**src/rtl/dlr_pkg.sv**
```systemverilog
// ----------------------------------------------------------------------------
// dlr_pkg: shared types and constants for the DDA line rasterizer
// Holds the controller states, the command and status bundles between the
// controller and the datapath, and the fixed field widths and codes.
// ----------------------------------------------------------------------------
package dlr_pkg;

    // Default fixed-point and coordinate widths
    localparam int FRAC_BITS_DEF  = 16;
    localparam int COORD_BITS_DEF = 12;

    // Fixed field widths
    localparam int CFG_W       = 11;
    localparam int CFG_INDEX_W = 1;
    localparam int ADDR_W      = 20;
    localparam int COLOR_W     = 32;

    // Configuration register indexes and reset values
    localparam logic [CFG_INDEX_W-1:0] CFG_IDX_WIDTH  = 1'b0;
    localparam logic [CFG_INDEX_W-1:0] CFG_IDX_HEIGHT = 1'b1;
    localparam logic [CFG_W-1:0]       CANVAS_WIDTH_RESET  = 11'd800;
    localparam logic [CFG_W-1:0]       CANVAS_HEIGHT_RESET = 11'd600;

    // Action codes
    localparam logic ACT_START = 1'b0;
    localparam logic ACT_STEP  = 1'b1;

    // Controller states
    typedef enum logic [1:0] {
        S_IDLE,
        S_DIV,
        S_EMIT
    } dlr_state_t;

    // Controller to datapath
    typedef struct packed {
        logic accept;
        logic div_step;
        logic out_load;
    } dlr_cmd_t;

    // Datapath to controller
    typedef struct packed {
        logic zero_len;
        logic div_last;
        logic out_free;
    } dlr_status_t;

endpackage

```
**src/rtl/dlr_ctrl.sv**
```systemverilog
// ----------------------------------------------------------------------------
// dlr_ctrl: sequencer of the DDA line rasterizer
// Takes one transaction at a time, runs the increment divide for a start of
// nonzero length and hands the result to the output register once it is free.
// ----------------------------------------------------------------------------
module dlr_ctrl
    import dlr_pkg::*;
(
    input  logic        clk,
    input  logic        rst_n,
    input  logic        in_valid,
    output logic        in_ready,
    input  logic        action,
    input  dlr_status_t status,
    output dlr_cmd_t    cmd
);

    dlr_state_t state_reg;
    dlr_state_t state_next;

    // State register
    always_ff @(posedge clk or negedge rst_n)
    begin
        if (!rst_n)
        begin
            state_reg <= S_IDLE;
        end
        else
        begin
            state_reg <= state_next;
        end
    end

    // Next state and commands
    always_comb
    begin
        state_next   = state_reg;
        cmd.accept   = 1'b0;
        cmd.div_step = 1'b0;
        cmd.out_load = 1'b0;
        in_ready     = 1'b0;
        unique case (state_reg)
            S_IDLE:
            begin
                in_ready = 1'b1;
                if (in_valid)
                begin
                    cmd.accept = 1'b1;
                    if (action == ACT_START && !status.zero_len)
                    begin
                        state_next = S_DIV;
                    end
                    else
                    begin
                        state_next = S_EMIT;
                    end
                end
            end
            S_DIV:
            begin
                cmd.div_step = 1'b1;
                if (status.div_last)
                begin
                    state_next = S_EMIT;
                end
            end
            S_EMIT:
            begin
                if (status.out_free)
                begin
                    cmd.out_load = 1'b1;
                    state_next   = S_IDLE;
                end
            end
            default:
            begin
                state_next = S_IDLE;
            end
        endcase
    end

endmodule

```
**src/rtl/dlr_datapath.sv**
```systemverilog
// ----------------------------------------------------------------------------
// dlr_datapath: line state, increment divider and pixel output stage
// Holds the canvas registers, the fixed-point position and increments, two
// restoring dividers that run side by side, and the output register.
// ----------------------------------------------------------------------------
module dlr_datapath
    import dlr_pkg::*;
#(
    parameter int FRAC_BITS  = FRAC_BITS_DEF,
    parameter int COORD_BITS = COORD_BITS_DEF
)
(
    input  logic                          clk,
    input  logic                          rst_n,
    input  dlr_cmd_t                      cmd,
    output dlr_status_t                   status,
    input  logic                          action,
    input  logic signed [COORD_BITS-1:0]  start_x,
    input  logic signed [COORD_BITS-1:0]  start_y,
    input  logic signed [COORD_BITS-1:0]  end_x,
    input  logic signed [COORD_BITS-1:0]  end_y,
    input  logic [COLOR_W-1:0]            line_color,
    input  logic                          cfg_we,
    input  logic [CFG_INDEX_W-1:0]        cfg_index,
    input  logic [CFG_W-1:0]              cfg_data,
    output logic                          out_valid,
    input  logic                          out_ready,
    output logic [ADDR_W-1:0]             pixel_address,
    output logic [COLOR_W-1:0]            pixel_color,
    output logic                          write_enable,
    output logic                          line_done
);

    localparam int POS_BITS  = COORD_BITS + 1 + FRAC_BITS;
    localparam int STEP_BITS = FRAC_BITS + 2;
    localparam int QUO_W     = FRAC_BITS + 1;
    localparam int NUM_W     = COORD_BITS + FRAC_BITS + 1;
    localparam int PIX_W     = COORD_BITS + 2;
    localparam int CNT_W     = $clog2(FRAC_BITS + 1);
    localparam int PROD_W    = 2 * CFG_W;

    // Configuration
    logic [CFG_W-1:0] canvas_width_reg;
    logic [CFG_W-1:0] canvas_height_reg;

    // Line state
    logic signed [POS_BITS-1:0] pos_x_reg, pos_y_reg;
    logic [QUO_W-1:0]           quo_x_reg, quo_y_reg;
    logic                       neg_x_reg, neg_y_reg;
    logic [COORD_BITS-1:0]      steps_left_reg;
    logic [COLOR_W-1:0]         held_color_reg;
    logic [CNT_W-1:0]           div_cnt_reg;
    logic                       out_valid_reg;

    // Divider working registers
    logic [COORD_BITS-1:0]      n_reg;
    logic [COORD_BITS-1:0]      rem_x_reg, rem_y_reg;
    logic [QUO_W-1:0]           low_x_reg, low_y_reg;

    // Pixel stage and output registers
    logic [CFG_W-1:0]           pix_x_reg, pix_y_reg;
    logic                       we_flag_reg, done_flag_reg;
    logic [ADDR_W-1:0]          addr_out_reg;
    logic [COLOR_W-1:0]         color_out_reg;
    logic                       we_out_reg, done_out_reg;

    // Start decode
    logic signed [COORD_BITS:0] dx, dy;
    logic [COORD_BITS:0]        dx_abs, dy_abs;
    logic [COORD_BITS-1:0]      mag_x, mag_y, n_new;
    logic [NUM_W-1:0]           num_x, num_y;
    logic [POS_BITS-1:0]        start_pos_x, start_pos_y;

    always_comb
    begin
        dx     = {end_x[COORD_BITS-1], end_x} - {start_x[COORD_BITS-1], start_x};
        dy     = {end_y[COORD_BITS-1], end_y} - {start_y[COORD_BITS-1], start_y};
        dx_abs = dx[COORD_BITS] ? (~dx + 1'b1) : dx;
        dy_abs = dy[COORD_BITS] ? (~dy + 1'b1) : dy;
        mag_x  = dx_abs[COORD_BITS-1:0];
        mag_y  = dy_abs[COORD_BITS-1:0];
        n_new  = (mag_x > mag_y) ? mag_x : mag_y;
        // rounded dividend: |d| * 2^F + n/2
        num_x  = {1'b0, mag_x, {FRAC_BITS{1'b0}}} + NUM_W'(n_new >> 1);
        num_y  = {1'b0, mag_y, {FRAC_BITS{1'b0}}} + NUM_W'(n_new >> 1);
        start_pos_x = {start_x[COORD_BITS-1], start_x, {FRAC_BITS{1'b0}}};
        start_pos_y = {start_y[COORD_BITS-1], start_y, {FRAC_BITS{1'b0}}};
    end

    // Divider trial subtract, one quotient bit per lane
    logic [COORD_BITS:0]   trial_x, trial_y, diff_x, diff_y;
    logic                  ge_x, ge_y;
    logic [COORD_BITS-1:0] rem_x_next, rem_y_next;

    always_comb
    begin
        trial_x    = {rem_x_reg, low_x_reg[QUO_W-1]};
        trial_y    = {rem_y_reg, low_y_reg[QUO_W-1]};
        diff_x     = trial_x - {1'b0, n_reg};
        diff_y     = trial_y - {1'b0, n_reg};
        ge_x       = (trial_x >= {1'b0, n_reg});
        ge_y       = (trial_y >= {1'b0, n_reg});
        rem_x_next = ge_x ? diff_x[COORD_BITS-1:0] : trial_x[COORD_BITS-1:0];
        rem_y_next = ge_y ? diff_y[COORD_BITS-1:0] : trial_y[COORD_BITS-1:0];
    end

    // Signed increments from quotient and sign
    logic [STEP_BITS-1:0] step_x, step_y;
    logic [POS_BITS-1:0]  pos_x_adv, pos_y_adv;

    always_comb
    begin
        step_x = neg_x_reg ? (~{1'b0, quo_x_reg} + 1'b1) : {1'b0, quo_x_reg};
        step_y = neg_y_reg ? (~{1'b0, quo_y_reg} + 1'b1) : {1'b0, quo_y_reg};
        pos_x_adv = pos_x_reg + {{(POS_BITS - STEP_BITS){step_x[STEP_BITS-1]}}, step_x};
        pos_y_adv = pos_y_reg + {{(POS_BITS - STEP_BITS){step_y[STEP_BITS-1]}}, step_y};
    end

    // Round position half away from zero and clip
    logic [POS_BITS-1:0] abs_x, abs_y;
    logic [POS_BITS:0]   rnd_x, rnd_y;
    logic [PIX_W-1:0]    q_x, q_y;
    logic                in_canvas;

    always_comb
    begin
        abs_x = pos_x_reg[POS_BITS-1] ? (~pos_x_reg + 1'b1) : pos_x_reg;
        abs_y = pos_y_reg[POS_BITS-1] ? (~pos_y_reg + 1'b1) : pos_y_reg;
        rnd_x = {1'b0, abs_x} + ((POS_BITS + 1)'(1) << (FRAC_BITS - 1));
        rnd_y = {1'b0, abs_y} + ((POS_BITS + 1)'(1) << (FRAC_BITS - 1));
        q_x   = rnd_x[POS_BITS:FRAC_BITS];
        q_y   = rnd_y[POS_BITS:FRAC_BITS];
        in_canvas = (!pos_x_reg[POS_BITS-1] || q_x == '0)
                 && (!pos_y_reg[POS_BITS-1] || q_y == '0)
                 && (q_x < PIX_W'(canvas_width_reg))
                 && (q_y < PIX_W'(canvas_height_reg));
    end

    // Linear address of the held pixel
    logic [PROD_W-1:0] addr_sum;

    always_comb
    begin
        addr_sum = (PROD_W'(canvas_width_reg) * PROD_W'(pix_y_reg)) + PROD_W'(pix_x_reg);
    end

    // Status to the controller
    always_comb
    begin
        status.zero_len = (n_new == '0);
        status.div_last = (div_cnt_reg == CNT_W'(FRAC_BITS));
        status.out_free = !out_valid_reg || out_ready;
    end

    // Control and line state
    always_ff @(posedge clk or negedge rst_n)
    begin
        if (!rst_n)
        begin
            canvas_width_reg  <= CANVAS_WIDTH_RESET;
            canvas_height_reg <= CANVAS_HEIGHT_RESET;
            pos_x_reg         <= '0;
            pos_y_reg         <= '0;
            quo_x_reg         <= '0;
            quo_y_reg         <= '0;
            neg_x_reg         <= 1'b0;
            neg_y_reg         <= 1'b0;
            steps_left_reg    <= '0;
            held_color_reg    <= '0;
            div_cnt_reg       <= '0;
            out_valid_reg     <= 1'b0;
        end
        else
        begin
            // configuration writes
            if (cfg_we)
            begin
                if (cfg_index == CFG_IDX_WIDTH)
                begin
                    canvas_width_reg <= cfg_data;
                end
                else
                begin
                    canvas_height_reg <= cfg_data;
                end
            end

            // latch a new line or advance one step
            if (cmd.accept)
            begin
                if (action == ACT_START)
                begin
                    pos_x_reg      <= start_pos_x;
                    pos_y_reg      <= start_pos_y;
                    neg_x_reg      <= dx[COORD_BITS];
                    neg_y_reg      <= dy[COORD_BITS];
                    quo_x_reg      <= '0;
                    quo_y_reg      <= '0;
                    steps_left_reg <= n_new;
                    held_color_reg <= line_color;
                    div_cnt_reg    <= '0;
                end
                else if (steps_left_reg != '0)
                begin
                    pos_x_reg      <= pos_x_adv;
                    pos_y_reg      <= pos_y_adv;
                    steps_left_reg <= steps_left_reg - 1'b1;
                end
            end

            // shift in one quotient bit per lane
            if (cmd.div_step)
            begin
                quo_x_reg   <= {quo_x_reg[QUO_W-2:0], ge_x};
                quo_y_reg   <= {quo_y_reg[QUO_W-2:0], ge_y};
                div_cnt_reg <= div_cnt_reg + 1'b1;
            end

            // output register handshake
            if (cmd.out_load)
            begin
                out_valid_reg <= 1'b1;
            end
            else if (out_ready)
            begin
                out_valid_reg <= 1'b0;
            end
        end
    end

    // Payload registers
    always_ff @(posedge clk)
    begin
        if (cmd.accept)
        begin
            if (action == ACT_START)
            begin
                n_reg         <= n_new;
                rem_x_reg     <= num_x[NUM_W-1:FRAC_BITS+1];
                rem_y_reg     <= num_y[NUM_W-1:FRAC_BITS+1];
                low_x_reg     <= num_x[FRAC_BITS:0];
                low_y_reg     <= num_y[FRAC_BITS:0];
                we_flag_reg   <= 1'b0;
                done_flag_reg <= (n_new == '0);
            end
            else if (steps_left_reg != '0)
            begin
                pix_x_reg     <= q_x[CFG_W-1:0];
                pix_y_reg     <= q_y[CFG_W-1:0];
                we_flag_reg   <= in_canvas;
                done_flag_reg <= (steps_left_reg == COORD_BITS'(1));
            end
            else
            begin
                we_flag_reg   <= 1'b0;
                done_flag_reg <= 1'b1;
            end
        end

        if (cmd.div_step)
        begin
            rem_x_reg <= rem_x_next;
            rem_y_reg <= rem_y_next;
            low_x_reg <= {low_x_reg[QUO_W-2:0], 1'b0};
            low_y_reg <= {low_y_reg[QUO_W-2:0], 1'b0};
        end

        if (cmd.out_load)
        begin
            addr_out_reg  <= we_flag_reg ? addr_sum[ADDR_W-1:0] : '0;
            color_out_reg <= held_color_reg;
            we_out_reg    <= we_flag_reg;
            done_out_reg  <= done_flag_reg;
        end
    end

    // Drive outputs
    assign out_valid     = out_valid_reg;
    assign pixel_address = addr_out_reg;
    assign pixel_color   = color_out_reg;
    assign write_enable  = we_out_reg;
    assign line_done     = done_out_reg;

endmodule

```
**src/rtl/dda_line_rasterizer_top.sv**
```systemverilog
// ----------------------------------------------------------------------------
// dda_line_rasterizer_top: DDA line rasterizer with clipped pixel writes
// A start transaction loads two endpoints and a color and divides the deltas
// by the step count; each step transaction emits one output, a pixel write unless clipped or past the line end.
//
//   channel | signals                                   | role
//   --------+-------------------------------------------+---------------------
//   in      | in_valid, in_ready, action, start_x,      | start or step
//           | start_y, end_x, end_y, line_color         |
//   out     | out_valid, out_ready, pixel_address,      | one per transaction
//           | pixel_color, write_enable, line_done      |
//   cfg     | cfg_we, cfg_index, cfg_data               | canvas width/height
//
// A step transaction is accepted with rounding and clipping, then the
// width*y+x multiply loads the output register.
// A start transaction runs the restoring dividers, which yield one increment
// bit per cycle for x and y, before it emits; a zero-length start skips them.
// The output register holds a result while out_ready is low; the next
// transaction is accepted meanwhile and waits only at its own emit cycle.
// Reset is asynchronous; no clearing pass is needed.
// ----------------------------------------------------------------------------
module dda_line_rasterizer_top
    import dlr_pkg::*;
#(
    parameter int FRAC_BITS  = FRAC_BITS_DEF,
    parameter int COORD_BITS = COORD_BITS_DEF
)
(
    input  logic                          clk,
    input  logic                          rst_n,
    input  logic                          in_valid,
    output logic                          in_ready,
    input  logic                          action,
    input  logic signed [COORD_BITS-1:0]  start_x,
    input  logic signed [COORD_BITS-1:0]  start_y,
    input  logic signed [COORD_BITS-1:0]  end_x,
    input  logic signed [COORD_BITS-1:0]  end_y,
    input  logic [COLOR_W-1:0]            line_color,
    output logic                          out_valid,
    input  logic                          out_ready,
    output logic [ADDR_W-1:0]             pixel_address,
    output logic [COLOR_W-1:0]            pixel_color,
    output logic                          write_enable,
    output logic                          line_done,
    input  logic                          cfg_we,
    input  logic [CFG_INDEX_W-1:0]        cfg_index,
    input  logic [CFG_W-1:0]              cfg_data
);

    dlr_cmd_t    cmd;
    dlr_status_t status;

    // Sequencer
    dlr_ctrl u_ctrl (
        .clk      (clk),
        .rst_n    (rst_n),
        .in_valid (in_valid),
        .in_ready (in_ready),
        .action   (action),
        .status   (status),
        .cmd      (cmd)
    );

    // Datapath
    dlr_datapath #(
        .FRAC_BITS  (FRAC_BITS),
        .COORD_BITS (COORD_BITS)
    ) u_datapath (
        .clk           (clk),
        .rst_n         (rst_n),
        .cmd           (cmd),
        .status        (status),
        .action        (action),
        .start_x       (start_x),
        .start_y       (start_y),
        .end_x         (end_x),
        .end_y         (end_y),
        .line_color    (line_color),
        .cfg_we        (cfg_we),
        .cfg_index     (cfg_index),
        .cfg_data      (cfg_data),
        .out_valid     (out_valid),
        .out_ready     (out_ready),
        .pixel_address (pixel_address),
        .pixel_color   (pixel_color),
        .write_enable  (write_enable),
        .line_done     (line_done)
    );

    // Never load the output register over a result still waiting
    a_load_free: assert property (@(posedge clk) disable iff (!rst_n)
        cmd.out_load |-> status.out_free)
        else $error("output register overwritten");

    // No transaction is taken while the divider runs
    a_div_busy: assert property (@(posedge clk) disable iff (!rst_n)
        cmd.div_step |-> !in_ready)
        else $error("transaction accepted during divide");

    // The divide stops after its last bit
    a_div_end: assert property (@(posedge clk) disable iff (!rst_n)
        (cmd.div_step && status.div_last) |=> !cmd.div_step)
        else $error("divider ran past its last bit");

endmodule
```
**config.mk**
```make
export PLATFORM = sky130hd
export DESIGN_NAME = dda_line_rasterizer_top
export DESIGN_NICKNAME = d
export VERILOG_FILES = /design/src/rtl/dlr_pkg.sv /design/src/rtl/dlr_ctrl.sv /design/src/rtl/dlr_datapath.sv /design/src/rtl/dda_line_rasterizer_top.sv
export SDC_FILE = /design/constraint.sdc
export NUM_CORES = 1
export LEC_CHECK = 0
export BUFFER_PORTS_ARGS = -buffer_cell sky130_fd_sc_hd__buf_2
export CAP_MARGIN = 10
export CORE_MARGIN = 8
export CORE_UTILIZATION = 25
export DETAILED_ROUTE_END_ITERATION = 16
export HOLD_SLACK_MARGIN = 0.02
export SYNTH_ARGS = -nofsm -noshare
export SYNTH_HDL_FRONTEND = slang
export SYNTH_HIERARCHICAL = 1
export SYNTH_SLANG_ARGS = --single-unit
export TNS_END_PERCENT = 5
```
**constraint.sdc**
```tcl
create_clock -name clk -period 7.1 [get_ports clk]
set_clock_uncertainty 0.15 [all_clocks]
set_input_delay 1.065 -clock clk [delete_from_list [all_inputs] [get_ports clk]]
set_output_delay 1.065 -clock clk [all_outputs]
set_load 0.02 [all_outputs]
```
==> qor.yml <==
clock_tree:
  clkTransAtPathRegs_ns: 0.06
  hold_buffers: 0
  clockBufferDepth: 3
  clock_latency_ns: 0.57
  root_buffer: "clkbuf_16"
  cts_made_buffers: 39
  h-tree-depth: 2
  cts_setup_buffers: 0
  cts_sinks: 300
  post_cts_resized: 0
  cts_tree: "built"
global_route:
  met3_usage_pct: 1.929
  grt-ovfl-total: 0
  busiest_layer: "met2"
  grt_antenna_before_repair: 7
  grt_use_met1_pct: 16.27
  grt_max_degree: 109
  met2_usage_pct: 19.48
  grt_pass1_vias: 18960
  track_usage_pct: 11.90
  grt_pass1_wl_um: 105300
final_layout:
  n_fill_cell: 10221
  drive_above_1_share_pct: 11.30
  finalNetCount: 3218
  syn2layout_area_growth_pct: 14.65
  final_common_cell: "nand2_1"
  fin_cells: 4135
  final-seq-area_um2: 8167
  multi_input_area_um2: 14910
  final_cell_mix: "413 x nand2_1, 248 x inv_1, 197 x ha_1"
critical_path:
  timing.critical_path.from_type: "primary input"
  crit_required_ns: 7.45
  max_stage_delay_ns: 0.46
  crit_cells: 26
  arrival_ns: 6.50
  critPathBufInv: 5
  path_class: "primary input to flop"
  endpoint: "u_ctrl/state_reg[1]"
  startpoint: "end_x[0]"
  crit_family: "simple AND/OR/NAND/NOR gates"
  rrSetupSlack_ns: 1.08
  end_kind: "flop"
  cp_max_fo: 12
  crit_path_top_delay_cell: "fa_1"
  worstReg2RegStart: "u_datapath/pix_y_reg[9]"
  rr_endpoint: "u_datapath/pixel_address[16]"
  rr_worst_depth: 16
  crit_top_cell: "inv_1"
placement:
  dp_hpwl_um: 50540
  gp_congestion: 0.8443
  port_buffers: 153
  dp.cells: 4062
timing:
  slew_viol_final: 0
  fmax_mhz: 162.5
  post-route-period-util_pct: 86.69
  worstMarginPinSlew_ns: 1.099
  setup_violations: 0
  setup-tns-final_ns: 0
  max_slew_margin_pct: 25.82
  hold_violations: 0
  rsz0062_at_grt: "no"
  period_needed_ns: 6.155
floorplan:
  coreArea_um2: 96710
  rows: 114
  io_pins: 154
  die_w_um: 328.6
  fp.dieH_um: 328.6
  fp.dieArea_um2: 108000
  initial_core_util_pct: 25.26
route:
  avgRoutedWirePerCell_um: 16.06
  ant_nets: 0
  dr.first_iter.drc_count: 1326
  avgViaCountPerCell: 4.744
  drt-total-wl_um: 66430
  first_pass_iters: 5
  remaining_drc_errors: 0
  route.vias.total: 19617
yosys:
  ys.flop_type: "dfrtp_1"
  synth_edf_count: 131
  synth-seq-cells: 300
  synthXorXnorAreaFrac_pct: 6.130
  synth_simple_gate_area_share_pct: 18.61
  yosysTopAreaCellShare_pct: 16.49
  yosys_warnings: 6
  synth_area_leaders: "dfrtp_1 16%, edfxtp_1 16%, ha_1 10%"
  muxShareOfSynthArea_pct: 2.730
  synth_fp_nets: 3108
  synth-seq-area-share_pct: 33.43
  synth_top_family_by_area: "simple AND/OR/NAND/NOR gates"
  syn_avg_cell_area_um2: 8.992
  synthArstFlopShare_pct: 56.00
  syn_area_um2: 24430
  synthDistinctLibCells: 93
  synth_top_area_cell: "dfrtp_1"
  synth_compound_area_share_pct: 15.47
  synth_fa_ha_area_share_pct: 17.96
  syn_inst: 2717
flow_run:
  drv_cap: 0
outcome:
  status: "finished clean"
power_and_ir_drop:
  vdd_ir_drop_max_mv: 0.3885
  powerDensity_nw_per_um2: 573.9
  p_leak_nw: 12.41
hold_path:
  hold_depth: 0
  hold_class: "flop to flop"
## cell families (layout without fill, tap and decap cells)
logic type                 after synthesis  in the layout
AOI/OAI and AO/OA                      580            580
buffers and inverters                  365            506
xor gates and xnor gates               171            171
DFF                                    300            300
muxes                                   64             64
adders and majority gates              293            293
and+or+nand+nor                        944            944
other                                    0              1
## synthesized netlist by cell type, types with 43 or more instances
cell type,instances
and2_1,89
xnor2_1,128
edfxtp_1,131
nand3_1,55
nor3_1,48
clkbuf_1,99
mux2i_1,43
nor2_1,131
xor2_1,43
fa_1,96
ha_1,197
inv_1,249
a21o_1,44
nand2_1,414
dfrtp_1,161
o21ai_0,183
a21oi_1,121
## metal layers
layer | routed length (um) | share of wire (%)
met5 | 58 | 0.087
met4 | 1373 | 2.1
met3 | 2937 | 4.4
met2 | 30620 | 46
met1 | 31440 | 47
## how the worst min path moves through the flow
stage / end / start
2_1_floorplan: u_datapath/line_done / u_datapath/done_flag_reg
4_1_cts: u_datapath/pixel_color[14] / u_datapath/held_color_reg[14]
3_5_place_dp: u_datapath/pixel_color[15] / u_datapath/held_color_reg[15]
5_1_grt: u_datapath/pixel_color[28] / u_datapath/held_color_reg[28]
6_report: u_datapath/pixel_color[14] / u_datapath/held_color_reg[14]
3_3_place_gp: u_datapath/pixel_color[26] / u_datapath/held_color_reg[26]
## cell type report
cell class	instances	share of cell area, %
antenna	1	0.008934
tap	1276	5.700
timing repair buffer	183	3.560
inverter	251	3.364
clock buffer	52	4.074
multi-input combinational	2052	53.23
clock inverter	20	0.9068
sequential	300	29.16
## power by group
| part | switching, W | leakage (nW) | total [W] | internal (W) |
|---|---|---|---|---|
| combinational | 0.00584 | 8.36 | 0.0104 | 0.00453 |
| clock | 0.000828 | 0.688 | 0.00215 | 0.00132 |
| sequential | 0.000780 | 3.36 | 0.00356 | 0.00278 |
| total | 0.00744 | 12.4 | 0.0161 | 0.00863 |
## through the flow
step | hold WS (ns) | util (%) | setup WS, ns | cell area [um2] | power, W
after CTS | 0.2920 | 28.96 | 1.016 | 28010 | 0.01623
final | 0.2916 | 28.96 | 0.9447 | 28010 | 0.01607
after floorplan | 0.2503 | - | 0.9028 | 24430 | 0.01155
after global placement | 0.2777 | 27.52 | 0.5277 | 26610 | 0.01377
after detailed placement | 0.2790 | 27.52 | 0.4369 | 26610 | 0.01395
after global routing | 0.2999 | 28.96 | 0.6308 | 28010 | 0.01776
## worst reg2reg max path, stage by stage (launching register included)
cell	delay, ns
edfxtp_1	0.57
and2_1	0.24
fa_1	0.50
inv_1	0.05
fa_1	0.50
fa_1	0.51
fa_1	0.52
fa_1	0.55
inv_1	0.04
ha_1	0.36
and2_1	0.18
a31oi_1	0.13
o21ai_0	0.14
o41ai_1	0.58
nor2_1	0.11
or4_1	0.47
and3b_1	0.17
No activity file was read; power rests on OpenSTA's default activity.
